===== src/hdl/gradient_noise_2d_3d_defines.svh =====
// Assertion macros for the gradient noise block.
`ifndef GRADIENT_NOISE_2D_3D_DEFINES_SVH
`define GRADIENT_NOISE_2D_3D_DEFINES_SVH

// Check cons in the same cycle as ante.
`define GN_ASSERT_NOW(lbl, ante, cons, msg) \
  lbl: assert property (@(posedge clk) disable iff (!rst_n) (ante) |-> (cons)) \
    else $error(msg);

// Check cons in the cycle after ante.
`define GN_ASSERT_NEXT(lbl, ante, cons, msg) \
  lbl: assert property (@(posedge clk) disable iff (!rst_n) (ante) |=> (cons)) \
    else $error(msg);

`endif


===== src/hdl/gn_pkg.sv =====
// Shared types and constants of the gradient noise block.
`default_nettype none
package gn_pkg;
  localparam logic [1:0] OP_LOAD  = 2'd0;
  localparam logic [1:0] OP_EVAL2 = 2'd1;
  localparam logic [1:0] OP_EVAL3 = 2'd2;
  localparam logic [1:0] OP_NONE  = 2'd3;

  localparam int COORD_W = 32;
  localparam int ENTRY_W = 8;
  localparam int NOISE_W = 19;
  localparam int IN_DATA_W = 112;
  localparam int OUT_DATA_W = 24;
  localparam int NOISE_LIMIT = 196608;

  typedef struct packed {
    logic [1:0]         opcode;
    logic [COORD_W-1:0] x_coord;
    logic [COORD_W-1:0] y_coord;
    logic [COORD_W-1:0] z_coord;
    logic [ENTRY_W-1:0] entry_index;
    logic [ENTRY_W-1:0] entry_value;
  } item_t;
endpackage
`default_nettype wire


===== src/hdl/gn_front.sv =====
// Input side: accepts items, drops unused opcodes, queues the rest.
`default_nettype none
module gn_front (
  input  wire logic                         clk,
  input  wire logic                         rst_n,
  input  wire logic                         in_tvalid,
  output logic                              in_tready,
  // x_coord, y_coord, z_coord, entry_index, entry_value
  input  wire logic [gn_pkg::IN_DATA_W-1:0] in_tdata,
  // opcode
  input  wire logic [1:0]                   in_tuser,
  output logic                              q_valid,
  input  wire logic                         q_ready,
  output gn_pkg::item_t                     q_item
);
  import gn_pkg::*;

  item_t       slot_r [2];
  logic        wp_r;
  logic        rp_r;
  logic [1:0]  cnt_r;
  logic        push;
  logic        pop;
  item_t       in_item;

  always_comb begin
    in_item.opcode      = in_tuser;
    in_item.x_coord     = in_tdata[31:0];
    in_item.y_coord     = in_tdata[63:32];
    in_item.z_coord     = in_tdata[95:64];
    in_item.entry_index = in_tdata[103:96];
    in_item.entry_value = in_tdata[111:104];
  end

  assign in_tready = (cnt_r != 2'd2);
  assign q_valid   = (cnt_r != 2'd0);
  assign q_item    = slot_r[rp_r];
  assign push      = in_tvalid && in_tready && (in_tuser != OP_NONE);
  assign pop       = q_valid && q_ready;

  always_ff @(posedge clk) begin
    if (!rst_n) begin
      wp_r  <= 1'b0;
      rp_r  <= 1'b0;
      cnt_r <= 2'd0;
    end else begin
      if (push) begin
        slot_r[wp_r] <= in_item;
        wp_r         <= ~wp_r;
      end
      if (pop) begin
        rp_r <= ~rp_r;
      end
      cnt_r <= cnt_r + {1'b0, push} - {1'b0, pop};
    end
  end
endmodule
`default_nettype wire


===== src/hdl/gn_back.sv =====
// Execution side: table memory, lookup sequencer, fade, gradients, interpolation.
`default_nettype none
`include "gradient_noise_2d_3d_defines.svh"
module gn_back #(
  parameter int TABLE_BITS = 8,
  parameter int FRAC_BITS  = 16
) (
  input  wire logic                       clk,
  input  wire logic                       rst_n,
  input  wire logic                       q_valid,
  output logic                            q_ready,
  input  gn_pkg::item_t                   q_item,
  output logic                            out_valid,
  input  wire logic                       out_tready,
  output logic [gn_pkg::NOISE_W-1:0]      out_noise
);
  import gn_pkg::*;

  localparam int W   = FRAC_BITS + 5;
  localparam int SW  = W + 8;
  localparam int TB  = TABLE_BITS;
  localparam int SHR = (FRAC_BITS >= 16) ? FRAC_BITS - 16 : 0;
  localparam int SHL = (FRAC_BITS < 16) ? 16 - FRAC_BITS : 0;
  localparam logic signed [W-1:0] ONE_FX  = W'(64'd1 << FRAC_BITS);
  localparam logic signed [W-1:0] TEN_FX  = W'(64'd10 << FRAC_BITS);
  localparam logic signed [W-1:0] FIFT_FX = W'(64'd15 << FRAC_BITS);
  localparam logic signed [SW-1:0] LIM_P  = SW'(NOISE_LIMIT);
  localparam logic signed [SW-1:0] LIM_N  = -SW'(NOISE_LIMIT);

  typedef enum logic [2:0] {
    ST_IDLE, ST_LOOK1, ST_LOOK2, ST_FADE, ST_GRAD, ST_LERPA, ST_LERPB, ST_DONE
  } phase_t;

  phase_t              phase_r;
  logic [3:0]          cnt_r;
  logic [3:0]          len_r;
  logic [2:0]          li_r;
  logic                is3d_r;
  logic [TB-1:0]       cx_r, cy_r, cz_r, a_r, b_r;
  logic [TB-1:0]       bse_r [4];
  logic [TB-1:0]       hz_r [8];
  logic signed [W-1:0] fx_r, fy_r, fz_r;
  logic signed [W-1:0] fu_r, fv_r, fw_r;
  logic signed [W-1:0] in_r, sq_r, d_r, fin_r;
  logic signed [W-1:0] q_r [8];
  logic                out_valid_r;
  logic [NOISE_W-1:0]  out_noise_r;

  logic [TB-1:0]       mem [2**TB];
  logic [TB-1:0]       rdata_r;
  logic [TB-1:0]       raddr;
  logic                mem_we;

  logic signed [W-1:0]   mul_a, mul_b, mres, ft, lt, six_t;
  logic signed [2*W-1:0] prod;
  logic signed [W-1:0]   dx, dy, dz, gu, gv, grad;
  logic [TB-1:0]         hsh;
  logic [2:0]            gi;
  logic [2:0]            lpos;
  logic signed [SW-1:0]  ext, scaled, sat;
  logic [COORD_W+TB-1:0] wx, wy, wz;

  assign q_ready   = (phase_r == ST_IDLE);
  assign mem_we    = q_valid && q_ready && (q_item.opcode == OP_LOAD);
  assign out_valid = out_valid_r;
  assign out_noise = out_noise_r;

  assign wx = {{TB{q_item.x_coord[COORD_W-1]}}, q_item.x_coord};
  assign wy = {{TB{q_item.y_coord[COORD_W-1]}}, q_item.y_coord};
  assign wz = {{TB{q_item.z_coord[COORD_W-1]}}, q_item.z_coord};

  always_comb begin
    raddr = '0;
    case (phase_r)
      ST_LOOK1: begin
        case (cnt_r)
          4'd0:    raddr = cx_r;
          4'd1:    raddr = cx_r + TB'(1);
          4'd2:    raddr = a_r;
          4'd3:    raddr = a_r + TB'(1);
          4'd4:    raddr = b_r;
          4'd5:    raddr = b_r + TB'(1);
          default: raddr = '0;
        endcase
      end
      ST_LOOK2: raddr = bse_r[cnt_r[1:0]] + cz_r + TB'(cnt_r[2]);
      default:  raddr = '0;
    endcase
  end

  always_ff @(posedge clk) begin
    if (mem_we) begin
      mem[TB'(q_item.entry_index)] <= TB'(q_item.entry_value);
    end
    rdata_r <= mem[raddr];
  end

  always_comb begin
    case (cnt_r[3:2])
      2'd0:    ft = fx_r;
      2'd1:    ft = fy_r;
      default: ft = fz_r;
    endcase
    six_t = (ft <<< 2) + (ft <<< 1);
    if (is3d_r) begin
      lt = (li_r < 3'd4) ? fu_r : ((li_r < 3'd6) ? fv_r : fw_r);
    end else begin
      lt = (li_r < 3'd2) ? fu_r : fv_r;
    end
    mul_a = '0;
    mul_b = '0;
    case (phase_r)
      ST_FADE: begin
        case (cnt_r[1:0])
          2'd0: begin
            mul_a = ft;
            mul_b = six_t - FIFT_FX;
          end
          2'd1: begin
            mul_a = ft;
            mul_b = ft;
          end
          2'd2: begin
            mul_a = sq_r;
            mul_b = ft;
          end
          default: begin
            mul_a = sq_r;
            mul_b = in_r;
          end
        endcase
      end
      ST_LERPB: begin
        mul_a = lt;
        mul_b = d_r;
      end
      default: begin
        mul_a = '0;
        mul_b = '0;
      end
    endcase
    prod = mul_a * mul_b;
    mres = W'(prod >>> FRAC_BITS);
  end

  always_comb begin
    gi  = cnt_r[2:0];
    hsh = is3d_r ? hz_r[gi] : bse_r[gi[1:0]];
    dx  = gi[0] ? fx_r - ONE_FX : fx_r;
    dy  = gi[1] ? fy_r - ONE_FX : fy_r;
    dz  = gi[2] ? fz_r - ONE_FX : fz_r;
    if (is3d_r) begin
      gu = (hsh[3:0] < 4'd8) ? dx : dy;
      if (hsh[3:0] < 4'd4) begin
        gv = dy;
      end else if (hsh[3:0] == 4'd12 || hsh[3:0] == 4'd14) begin
        gv = dx;
      end else begin
        gv = dz;
      end
      grad = (hsh[0] ? -gu : gu) + (hsh[1] ? -gv : gv);
    end else begin
      gu   = (hsh[2:0] < 3'd4) ? dx : dy;
      gv   = (hsh[2:0] < 3'd4) ? dy : dx;
      grad = (hsh[0] ? -gu : gu) + (hsh[1] ? -(gv <<< 1) : (gv <<< 1));
    end
    lpos   = 3'(len_r - 4'd2);
    ext    = SW'(fin_r);
    scaled = (ext >>> SHR) <<< SHL;
    if (scaled > LIM_P) begin
      sat = LIM_P;
    end else if (scaled < LIM_N) begin
      sat = LIM_N;
    end else begin
      sat = scaled;
    end
  end

  always_ff @(posedge clk) begin
    if (!rst_n) begin
      phase_r     <= ST_IDLE;
      out_valid_r <= 1'b0;
      cnt_r       <= '0;
    end else begin
      if (phase_r == ST_DONE && (!out_valid_r || out_tready)) begin
        out_valid_r <= 1'b1;
      end else if (out_tready) begin
        out_valid_r <= 1'b0;
      end
      case (phase_r)
        ST_IDLE: begin
          if (q_valid && q_item.opcode != OP_LOAD) begin
            is3d_r  <= (q_item.opcode != OP_EVAL2);
            cx_r    <= wx[FRAC_BITS+TB-1:FRAC_BITS];
            cy_r    <= wy[FRAC_BITS+TB-1:FRAC_BITS];
            cz_r    <= wz[FRAC_BITS+TB-1:FRAC_BITS];
            fx_r    <= $signed({{(W-FRAC_BITS){1'b0}}, q_item.x_coord[FRAC_BITS-1:0]});
            fy_r    <= $signed({{(W-FRAC_BITS){1'b0}}, q_item.y_coord[FRAC_BITS-1:0]});
            fz_r    <= $signed({{(W-FRAC_BITS){1'b0}}, q_item.z_coord[FRAC_BITS-1:0]});
            cnt_r   <= '0;
            phase_r <= ST_LOOK1;
          end
        end
        ST_LOOK1: begin
          case (cnt_r)
            4'd1:    a_r <= rdata_r + cy_r;
            4'd2:    b_r <= rdata_r + cy_r;
            4'd3:    bse_r[0] <= rdata_r;
            4'd4:    bse_r[2] <= rdata_r;
            4'd5:    bse_r[1] <= rdata_r;
            4'd6:    bse_r[3] <= rdata_r;
            default: ;
          endcase
          if (cnt_r == 4'd7) begin
            cnt_r   <= '0;
            phase_r <= is3d_r ? ST_LOOK2 : ST_FADE;
          end else begin
            cnt_r <= cnt_r + 4'd1;
          end
        end
        ST_LOOK2: begin
          if (cnt_r != 4'd0) begin
            hz_r[3'(cnt_r - 4'd1)] <= rdata_r;
          end
          if (cnt_r == 4'd8) begin
            cnt_r   <= '0;
            phase_r <= ST_FADE;
          end else begin
            cnt_r <= cnt_r + 4'd1;
          end
        end
        ST_FADE: begin
          case (cnt_r[1:0])
            2'd0: in_r <= mres + TEN_FX;
            2'd1: sq_r <= mres;
            2'd2: sq_r <= mres;
            default: begin
              case (cnt_r[3:2])
                2'd0:    fu_r <= mres;
                2'd1:    fv_r <= mres;
                default: fw_r <= mres;
              endcase
            end
          endcase
          if (cnt_r == (is3d_r ? 4'd11 : 4'd7)) begin
            cnt_r   <= '0;
            phase_r <= ST_GRAD;
          end else begin
            cnt_r <= cnt_r + 4'd1;
          end
        end
        ST_GRAD: begin
          q_r[gi] <= grad;
          if (cnt_r == (is3d_r ? 4'd7 : 4'd3)) begin
            len_r   <= is3d_r ? 4'd8 : 4'd4;
            li_r    <= '0;
            cnt_r   <= '0;
            phase_r <= ST_LERPA;
          end else begin
            cnt_r <= cnt_r + 4'd1;
          end
        end
        ST_LERPA: begin
          d_r     <= q_r[1] - q_r[0];
          phase_r <= ST_LERPB;
        end
        ST_LERPB: begin
          for (int k = 0; k < 6; k++) begin
            q_r[k] <= (lpos == 3'(k)) ? q_r[0] + mres : q_r[k+2];
          end
          if (lpos == 3'd6) begin
            q_r[6] <= q_r[0] + mres;
          end
          len_r     <= len_r - 4'd1;
          li_r      <= li_r + 3'd1;
          if (len_r == 4'd2) begin
            fin_r   <= q_r[0] + mres;
            phase_r <= ST_DONE;
          end else begin
            phase_r <= ST_LERPA;
          end
        end
        ST_DONE: begin
          if (!out_valid_r || out_tready) begin
            out_noise_r <= NOISE_W'(sat);
            phase_r     <= ST_IDLE;
          end
        end
        default: phase_r <= ST_IDLE;
      endcase
    end
  end

  `GN_ASSERT_NEXT(a_done_out, phase_r == ST_DONE && (!out_valid_r || out_tready), out_valid_r && phase_r == ST_IDLE, "finished item not presented")
  `GN_ASSERT_NOW(a_lerp_len, phase_r == ST_LERPA || phase_r == ST_LERPB, len_r >= 4'd2, "interpolation queue underrun")
  `GN_ASSERT_NEXT(a_load_idle, phase_r == ST_IDLE && q_valid && q_item.opcode == OP_LOAD, phase_r == ST_IDLE, "load started a sequence")
endmodule
`default_nettype wire


===== src/hdl/gradient_noise_2d_3d.sv =====
// Top level of the gradient noise evaluator.
`default_nettype none
// Gradient noise evaluator, 2D and 3D. Load items (opcode 0) fill the
// permutation table; evaluate items (opcode 1 for 2D, 2 for 3D) return one
// signed Q3.16 noise value each, in order. Opcode 3 is dropped. A two-item
// queue separates input acceptance from execution. Items run one at a time,
// and an evaluation is paced by the single read port of the table memory
// (chained lookups) and the one shared multiplier used for the fade curves
// and interpolation.
// Reading a table entry that was never loaded gives an unspecified result.
module gradient_noise_2d_3d #(
  parameter int TABLE_BITS = 8,
  parameter int FRAC_BITS  = 16
) (
  input  wire logic                          clk,
  input  wire logic                          rst_n,
  input  wire logic                          in_tvalid,
  output logic                               in_tready,
  // x_coord, y_coord, z_coord, entry_index, entry_value
  input  wire logic [gn_pkg::IN_DATA_W-1:0]  in_tdata,
  // opcode
  input  wire logic [1:0]                    in_tuser,
  output logic                               out_tvalid,
  input  wire logic                          out_tready,
  // noise_value, zero pad
  output logic [gn_pkg::OUT_DATA_W-1:0]      out_tdata
);
  import gn_pkg::*;

  logic               q_valid;
  logic               q_ready;
  item_t              q_item;
  logic [NOISE_W-1:0] noise;

  gn_front u_front (
    .clk       (clk),
    .rst_n     (rst_n),
    .in_tvalid (in_tvalid),
    .in_tready (in_tready),
    .in_tdata  (in_tdata),
    .in_tuser  (in_tuser),
    .q_valid   (q_valid),
    .q_ready   (q_ready),
    .q_item    (q_item)
  );

  gn_back #(
    .TABLE_BITS (TABLE_BITS),
    .FRAC_BITS  (FRAC_BITS)
  ) u_back (
    .clk        (clk),
    .rst_n      (rst_n),
    .q_valid    (q_valid),
    .q_ready    (q_ready),
    .q_item     (q_item),
    .out_valid  (out_tvalid),
    .out_tready (out_tready),
    .out_noise  (noise)
  );

  assign out_tdata = {{(OUT_DATA_W-NOISE_W){1'b0}}, noise};
endmodule
`default_nettype wire


===== config.mk =====
export PLATFORM = sky130hd
export DESIGN_NAME = gradient_noise_2d_3d
export DESIGN_NICKNAME = d
export VERILOG_FILES = /design/src/hdl/gn_pkg.sv /design/src/hdl/gn_front.sv /design/src/hdl/gn_back.sv /design/src/hdl/gradient_noise_2d_3d.sv
export VERILOG_INCLUDE_DIRS = /design/src /design/src/hdl
export SDC_FILE = /design/constraint.sdc
export NUM_CORES = 2
export LEC_CHECK = 0
export ABC_AREA = 1
export BUFFER_PORTS_ARGS = -buffer_cell sky130_fd_sc_hd__buf_2
export CORE_MARGIN = 2
export CORE_UTILIZATION = 45
export DETAILED_ROUTE_END_ITERATION = 10
export SKIP_CTS_REPAIR_TIMING = 1
export SLEW_MARGIN = 20
export SYNTH_ARGS = -nofsm -noshare
export SYNTH_HDL_FRONTEND = slang
export SYNTH_SLANG_ARGS = --single-unit

===== constraint.sdc =====
create_clock -name clk -period 12.4 [get_ports clk]
set_input_delay 1.86 -clock clk [delete_from_list [all_inputs] [get_ports clk]]
set_output_delay 1.86 -clock clk [all_outputs]
set_load 0.02 [all_outputs]

==> out/results.ini <==
[cells_and_area]
stdcell_count = 15681
final_cell_mix = edfxtp_1 (2722), nor2_1 (2056), o21ai_0 (1662)
final_common_cell = edfxtp_1
drive_above_1_share = 0.08430
design_area_mm2 = 0.1467
num-nets-final = 12300
syn_to_final_growth_pct = 11.36

[detailed_routing]
routed_wl_mm = 387.8
via_count = 90926
drc = 0
vias_per_cell = 5.798
avgRoutedWirePerCell_um = 24.73
ant_nets = 0
drt_iter0_drc = 10241
first_pass_iters = 6

[die]
coreArea_mm2 = 0.2911
start_util = 0.4526
die_y_um = 545.1
rows = 198
ios = 144
die_area_mm2 = 0.2971
die_w_um = 545.1

[logic_synthesis]
synth_flop_cell = edfxtp_1
synthesis.instances = 11529
yosys_warnings = 0
ys_seq_elements = 2746
avgSynthCellArea_um2 = 11.43
synth-edff-count = 2722
async_reset_ff_frac = 0
seq_area_frac_synth = 0.6241
yosys.cell_types.count = 72
syn_area_mm2 = 0.1317

[timing]
finalHoldViolations = 0
fmax_ghz = 0.08342
holdWs_ns = 0.4468
post-route-period-util = 0.9668
period_needed_ns = 11.99
finalMaxSlewViolations = 0
worstMarginPinSlew_ns = 1.191
setup_viol = 0
relSlewSlack = 0.2060
fin_tns_setup_ns = 0
skew_ns = 0.1168

[critical_path]
reg2reg_depth = 51
slowest_stage = fa_1
path_buf_inv = 14
path_depth = 51
path_class = reg -> reg
worst_path_most_repeated_cell = inv_1
r2r_slack_ns = 0.41
cp-start-kind = register
required_ns = 13.05
cp_max_fo = 15
cpLargestDelayFamily = adder cells
cp.arrival_ns = 12.64
cpPeakStageDelay_ns = 0.54
end_kind = register

[clocking]
clk_latency_ns = 0.91
cts_root_buffer = clkbuf_16
numCtsBuffers = 298
h-tree-depth = 5
cts_tree = done
cts.clk_slew.worst_paths_ns = 0.06
cts_max_path_buffers = 4
clock-sinks = 2746

[global_routing]
antenna_found_initial = 38
use_met2 = 0.4218
grt.met3_usage = 0.03789
overflow = 0
grt_max_degree = 219
grtUsageTotal = 0.2561
grt_pass1_wl_mm = 568.5
grt.busiest_layer = met2
grt_use_met1 = 0.3432
grt_pass1_vias = 87758

[power]
power_density_mw_per_mm2 = 238.5
power_leakage_uw = 0.05133
vdd_ir_drop_max_mv = 0.2733
fin_total_pwr_uw = 34990

[place]
placed_area_mm2 = 0.1368
place.gp.congestion = 0.9309
io_buffers = 114
dp_cells = 15129
dp_hpwl_mm = 243.0

[job]
maxCapViolations = 0

[min_path]
min_path_type = reg -> reg
min_path_cells = 1

[status]
outcome = completed

-- cell type report --
| cell class | count | area, µm² |
|---|---|---|
| Antenna cell | 13 | 32.53 |
| Clock buffer | 377 | 7900 |
| Clock inverter | 159 | 1823 |
| Fill cell | 25314 | 144400 |
| Inverter | 856 | 3259 |
| Multi-Input combinational cell | 7268 | 44020 |
| Sequential cell | 2746 | 82230 |
| Tap cell | 3900 | 4880 |
| Timing Repair Buffer | 362 | 2570 |
-- through the flow --
| stage | utilization | worst slack (ns) |
|---|---|---|
| after floorplan | - | 1.969 |
| after global placement | 0.4701 | 0.2124 |
| after detailed placement | 0.4701 | 0.2373 |
| after CTS | 0.5035 | 0.1621 |
| after global routing | 0.5040 | -0.003063 |
| final | 0.5040 | 0.4119 |
-- power by group --
| part | total (µW) | switching [µW] | internal [µW] |
|---|---|---|---|
| Clock | 8890 | 3680 | 5210 |
| Sequential | 11600 | 134 | 11500 |
| Combinational | 14500 | 10600 | 3880 |
| Total | 35000 | 14400 | 20600 |
-- sequential cells by signal, summed over array words and instances, names as in the netlist, 32 cells and up, named ones only --
| register | count |
|---|---|
| u_back.bse_r | 32 |
| u_back.mem | 2048 |
| u_front.slot_r | 180 |
| u_back.q_r | 168 |
| u_back.hz_r | 32 |
-- worst paths after layout --
check,from,endpoint
max,u_back.cnt_r[2],u_back.q_r[6][19]
min,u_front.rp_r,register
max reg2reg,u_back.cnt_r[2],u_back.q_r[6][19]
min reg2reg,u_front.rp_r,register
-- routing by layer --
| layer | share of wire | wire (µm) | vias to the layer above |
|---|---|---|---|
| li1 | - | - | 40785 |
| met1 | 0.40 | 155000 | 45302 |
| met2 | 0.48 | 186500 | 4058 |
| met3 | 0.080 | 30920 | 773 |
| met4 | 0.039 | 15270 | 8 |
| met5 | 0.00012 | 45 | - |
-- cell usage after synthesis (4+ instances only) --
master / count / area, µm²
xnor2_1: 48 / 420.4
mux2_2: 81 / 912.1
nand3b_1: 5 / 37.54
clkinv_1: 10 / 37.54
o21a_1: 20 / 150.1
a21oi_1: 257 / 1286
o311ai_0: 4 / 35.03
nor4_1: 12 / 75.07
inv_2: 10 / 37.54
or2_2: 21 / 131.4
nor3b_1: 5 / 37.54
o21ai_1: 69 / 345.3
o22ai_1: 516 / 3228
nor2_4: 5 / 56.30
fa_1: 418 / 8368
dfxtp_1: 24 / 480.5
o221ai_1: 142 / 1244
o21bai_1: 5 / 37.54
buf_1: 14 / 52.55
nand2_2: 8 / 50.05
nand2_4: 4 / 45.04
clkbuf_1: 497 / 1866
a21o_1: 9 / 67.56
a32oi_2: 5 / 81.33
o211ai_1: 37 / 277.8
nor2_2: 4 / 25.02
a22oi_1: 7 / 52.55
edfxtp_1: 2722 / 81740
inv_1: 833 / 3127
buf_2: 115 / 575.6
nand4_1: 19 / 118.9
nand2_1: 1078 / 4046
ha_1: 232 / 2903
buf_6: 15 / 168.9
and2_1: 4 / 25.02
a31oi_1: 36 / 225.2
o21ai_2: 4 / 35.03
nor2_1: 2063 / 7744
xor2_1: 104 / 910.9
buf_4: 22 / 165.2
a21boi_0: 7 / 52.55
o21ai_0: 1677 / 8393
nand3_1: 235 / 1176
o31ai_1: 28 / 210.2
nor3_1: 48 / 240.2
-- cells by family after synthesis --
logic type | synth area share
and+or+nand+nor | 0.1058
buffers and inverters | 0.04591
other | 0.00002846
DFF | 0.6241
xor gates and xnor gates | 0.01010
AOI/OAI and AO/OA | 0.1216
muxes | 0.006999
adders and majority gates | 0.08555
Power figures use the tool's default switching activity.
